## src/design/pals_pkg.sv

```systemverilog
`timescale 1ns / 1ps
`default_nettype none
// ----------------------------------------------------------------------------
// Oscillator shaper package
// Shared types, codes and stream layout of the phase accumulator shaper.
// ----------------------------------------------------------------------------
package pals_pkg;

    // Stream widths and field positions.
    localparam int S_TDATA_W = 48;
    localparam int S_TUSER_W = 2;
    localparam int M_TDATA_W = 16;
    localparam int TIDX_LSB  = 0;
    localparam int TVAL_LSB  = 8;
    localparam int ENV_LSB   = 24;
    localparam int ACT_BIT   = 40;

    // Item kinds carried in s_tuser.
    localparam logic [1:0] MODE_TICK     = 2'd0;
    localparam logic [1:0] MODE_WR_RIGHT = 2'd1;
    localparam logic [1:0] MODE_WR_LEFT  = 2'd2;
    localparam logic [1:0] MODE_NONE     = 2'd3;

    // Configuration register indexes.
    localparam int CFG_INDEX_W = 3;
    localparam int CFG_DATA_W  = 32;
    localparam logic [CFG_INDEX_W-1:0] REG_PHASE_INC = 3'd0;
    localparam logic [CFG_INDEX_W-1:0] REG_VELOCITY  = 3'd1;
    localparam logic [CFG_INDEX_W-1:0] REG_VEL_SENS  = 3'd2;
    localparam logic [CFG_INDEX_W-1:0] REG_VOLUME    = 3'd3;
    localparam logic [CFG_INDEX_W-1:0] REG_TABLE_LEN = 3'd4;
    localparam logic [CFG_INDEX_W-1:0] REG_SHAPER_EN = 3'd5;

    typedef enum logic [3:0] {
        ST_IDLE,
        ST_POS,
        ST_IDX,
        ST_RDA,
        ST_RDB,
        ST_INT,
        ST_MUL,
        ST_OUT,
        ST_ZERO
    } pals_state_t;

    typedef struct packed {
        logic accept;
        logic st_pos;
        logic st_idx;
        logic st_rda;
        logic st_rdb;
        logic st_int;
        logic st_mul;
        logic out_load;
        logic out_zero;
        logic phase_adv;
    } pals_cmd_t;

    typedef struct packed {
        logic [1:0] in_mode;
        logic       in_active;
    } pals_status_t;

endpackage
`default_nettype wire

```

## src/design/pals_ctrl.sv

```systemverilog
`timescale 1ns / 1ps
`default_nettype none
// ----------------------------------------------------------------------------
// Oscillator shaper controller
// Sequences each item through the datapath and owns the output valid flag.
// ----------------------------------------------------------------------------
module pals_ctrl
    import pals_pkg::*;
(
    input  wire logic         aclk,
    input  wire logic         aresetn,
    input  wire logic         s_tvalid,
    output logic              s_tready,
    input  wire logic         m_tready,
    output logic              m_tvalid,
    input  wire pals_status_t status,
    output pals_cmd_t         cmd
);

    pals_state_t state_reg, state_next;
    logic        out_valid_reg, out_valid_next;
    logic        out_free;

    assign out_free = !out_valid_reg || m_tready;
    assign m_tvalid = out_valid_reg;

    always_ff @(posedge aclk) begin
        if (!aresetn) begin
            state_reg     <= ST_IDLE;
            out_valid_reg <= 1'b0;
        end else begin
            state_reg     <= state_next;
            out_valid_reg <= out_valid_next;
        end
    end

    always_comb begin
        state_next = state_reg;
        cmd        = '0;
        s_tready   = 1'b0;
        unique case (state_reg)
            ST_IDLE: begin
                s_tready = 1'b1;
                if (s_tvalid) begin
                    cmd.accept = 1'b1;
                    if (status.in_mode == MODE_TICK) begin
                        state_next = status.in_active ? ST_POS : ST_ZERO;
                    end
                end
            end
            ST_POS: begin
                cmd.st_pos = 1'b1;
                state_next = ST_IDX;
            end
            ST_IDX: begin
                cmd.st_idx = 1'b1;
                state_next = ST_RDA;
            end
            ST_RDA: begin
                cmd.st_rda = 1'b1;
                state_next = ST_RDB;
            end
            ST_RDB: begin
                cmd.st_rdb = 1'b1;
                state_next = ST_INT;
            end
            ST_INT: begin
                cmd.st_int = 1'b1;
                state_next = ST_MUL;
            end
            ST_MUL: begin
                cmd.st_mul = 1'b1;
                state_next = ST_OUT;
            end
            ST_OUT: begin
                if (out_free) begin
                    cmd.out_load  = 1'b1;
                    cmd.phase_adv = 1'b1;
                    state_next    = ST_IDLE;
                end
            end
            ST_ZERO: begin
                if (out_free) begin
                    cmd.out_load = 1'b1;
                    cmd.out_zero = 1'b1;
                    state_next   = ST_IDLE;
                end
            end
            default: begin
                state_next = ST_IDLE;
            end
        endcase
    end

    always_comb begin
        if (cmd.out_load) begin
            out_valid_next = 1'b1;
        end else if (m_tready) begin
            out_valid_next = 1'b0;
        end else begin
            out_valid_next = out_valid_reg;
        end
    end

endmodule
`default_nettype wire

```

## config.mk

```make
export PLATFORM = sky130hd
export DESIGN_NAME = pals_ctrl
export DESIGN_NICKNAME = d
export VERILOG_FILES = /design/src/design/pals_pkg.sv /design/src/design/pals_ctrl.sv
export SDC_FILE = /design/constraint.sdc
export NUM_CORES = 1
export LEC_CHECK = 0
export BUFFER_PORTS_ARGS = -buffer_cell sky130_fd_sc_hd__buf_2
export CORE_AREA = 2 2 39 41
export DETAILED_ROUTE_END_ITERATION = 7
export DIE_AREA = 0 0 41 43
export GPL_ROUTABILITY_DRIVEN = 0
export PLACE_DENSITY = 0.6
export SLEW_MARGIN = 20
export SYNTH_ARGS = -nofsm -noshare
export SYNTH_HDL_FRONTEND = slang
export SYNTH_SLANG_ARGS = --single-unit
```

## constraint.sdc

```tcl
create_clock -name aclk -period 1.4 [get_ports aclk]
set_input_delay 0.28 -clock aclk [delete_from_list [all_inputs] [get_ports aclk]]
set_output_delay 0.28 -clock aclk [all_outputs]
set_load 0.05 [all_outputs]
```

==> metrics.txt <==
status=finished with violations; failing checks=negative setup slack; dominant cell type by area after synthesis=dfxtp_1; met2 Use GR=0.219; mux contribution to synthesized area=0; Root Buffer=clkbuf_4; vias post-DR=451; hold path startpoint=aresetn; period utilization=1.22; H-tree Lvls=1; synthesized flop and latch total=5; IO Pins=19; DIE HEIGHT=43 microns; vias per cell=4.70; Post-Place Cell Area=549 sq um; Clock Latency Late Sink=between 0.2 and 0.25 ns; Antenna Cells=0; worst hold slack=0.298 ns; CTS buffer count=3; Synth Area in Compound Gates=0.107; cell count after synthesis=46; Slew @ Worst Pin=~0.33 ns; Slew Limit Fails=0; row count=14; CTS tree=yes; met1 GRT Util=0.193; Iteration-0 DRC Markers=6; main combinational cell family by area after synthesis=simple AND/OR/NAND/NOR gates; Simple-Gate Fraction of Synth Area=0.493; unrepaired setup endpoints after global routing=yes; worst hold path class=input port to flip-flop; Place WS=-0.133 ns; P&R area growth vs syn=135%; # DRC=0; met3 usage=0.0838; total grt overflow=0; Setup WS post-layout=-0.312 ns; CTS Hold Buffers Added=0; Core ar.=about 1400 sq um; largest net degree at the start of global routing=10; fin util=0.578; syn_nets=53; Largest register FFs=4; final antenna-violating net count=0; Max Clk Rate=584 MHz; Netlist Area Pre-Place=between 300 and 400 sq um; hold path depth=2; reg2reg path depth=6; number of setup violations in the final report=11; busiest grt layer=met2; DIE AREA=1760 sq um; Fin Setup TNS=-1.88 ns; Post-Syn Area per Cell=7.40 sq um; synth top area cells=dfxtp_1, nor3_1, nand2_1, nand2b_1, nor2_1; first-pass GRT wire length=1.81 mm; TritonCTS Sinks=5; Synth top area share=0.294; post-layout min period=1.71 ns; routed wire length per instance=12.1 microns; fin nets=88; Setup crit start kind=flip-flop; maxcap violations=0; clock slew seen by the registers of the worst setup and hold paths=0.04 ns; Critical Path Sink Type=output pin; Peak VDD IR=0.000466 V; Cells after DPL=between 80 and 90; 1st-pass router iterations=4; LEAKAGE=0.332 nW; ys flop type=dfxtp_1; Post-Synth Adder-Cell Area=0; Critical Path Fanout Max=3; Finished Layout Cells=96; GRT Total Usage=0.154; number of global-route vias before repair=429; Post-Synth XOR/XNOR Area=0; initial core utilization=0.246; worst r2r src=state_reg[3]; Routed WL=~1.2 mm; Setup Crit Path Kind=flip-flop to output pin; share of cells above drive strength 1=0.738; final hold violation count=0; clk_skew=0.00356 ns; post-route cell area=800 sq um; clk buf depth=2; WP data arrival=1.43 ns; asr flop ratio synth=0; IO buf count=18; Pwr Total=0.500 mW; Rel. slew slack=0.781; yosys warns=0; number of synthesized flops with an enable pin=0; register area share after synthesis=0.294; initial antenna violation count=0; HPWL after DPL=approximately 750 microns; Layout fillers=between 100 and 150; PwrDens=approximately 620 nW/um^2; worst endpoint required time=1.12 ns; synth unique cells=22; chip width=41 microns; Critical Path Start=state_reg[0]
[Yosys cell counts (2+ instances only)]
cell,number
a21oi_1,2
buf_2,2
dfxtp_1,5
nand2_1,5
nand2b_1,3
nand4b_1,2
nor2_1,5
nor2b_1,2
nor3_1,7
[where the power goes]
part	switching, mW	internal, mW
Clock	0.0579	0.108
Combinational	0.0966	0.0864
Sequential	0.00304	0.148
Total	0.158	0.342
[area by class of cell]
class	count	area, sq um	area share
Sequential cell	5	105	0.131
Multi-Input combinational cell	35	309	0.387
Tap cell	16	20.0	0.0250
Timing Repair Buffer	35	335	0.419
Inverter	1	3.75	0.00469
Clock buffer	4	26.3	0.0329
[worst max-delay path, cell delays in order, from the launching register on]
cell	delay, ns
dfxtp_1	0.30
or4b_4	0.57
a21oi_2	0.15
buf_6	0.17
[layer usage]
layer | vias up | wire length [microns] | share of wire
met2 | 18 | 618 | 0.53
met1 | 205 | 437 | 0.38
met5 | - | 0 | 0
met4 | 0 | 28 | 0.024
met3 | 2 | 80 | 0.069
li1 | 226 | - | -
[worst paths after layout]
check | slack, ns | to
max | -0.31 | cmd[2]
min | 0.30 | m_tvalid
max reg2reg | 0.08 | state_reg[0]
min reg2reg | 0.65 | state_reg[1]
[cell usage in the layout (no fill, tap or decap)]
cell type | Yosys | layout
o21ai_1 | 1 | 1
dfxtp_1 | 5 | 1
o22ai_1 | 1 | 1
nand2b_4 | 0 | 2
nor3_4 | 0 | 4
nor2b_1 | 2 | 1
nor2_2 | 0 | 1
nor3b_1 | 1 | 1
a21oi_2 | 0 | 1
nor2_4 | 0 | 3
dfxtp_2 | 0 | 4
nand4b_1 | 2 | 2
a211oi_1 | 1 | 1
or4b_4 | 1 | 1
nor2_1 | 5 | 1
buf_8 | 0 | 5
clkbuf_1 | 1 | 1
nand2_2 | 0 | 1
nand2_1 | 5 | 4
buf_4 | 1 | 9
or3_1 | 1 | 1
buf_6 | 1 | 14
nor3_1 | 7 | 3
buf_2 | 2 | 7
a21oi_1 | 2 | 1
clkbuf_4 | 0 | 3
nor2b_2 | 0 | 1
o21a_1 | 1 | 1
nand2b_1 | 3 | 1
and2_4 | 0 | 1
inv_2 | 0 | 1
nor4_4 | 0 | 1
[logic make-up (layout without fill, tap and decap cells)]
logic type | after synthesis | after routing
buffers and inverters | 6 | 40
DFF | 5 | 5
and+or+nand+nor | 29 | 29
AOI/OAI and AO/OA | 6 | 6
[what timing repair did]
action                     CTS  global route
setup endpoints to repair   11            12
pin swaps                    8             6
setup buffers                6             3
gates resized for setup     38             8
Power figures use the tool's default switching activity.
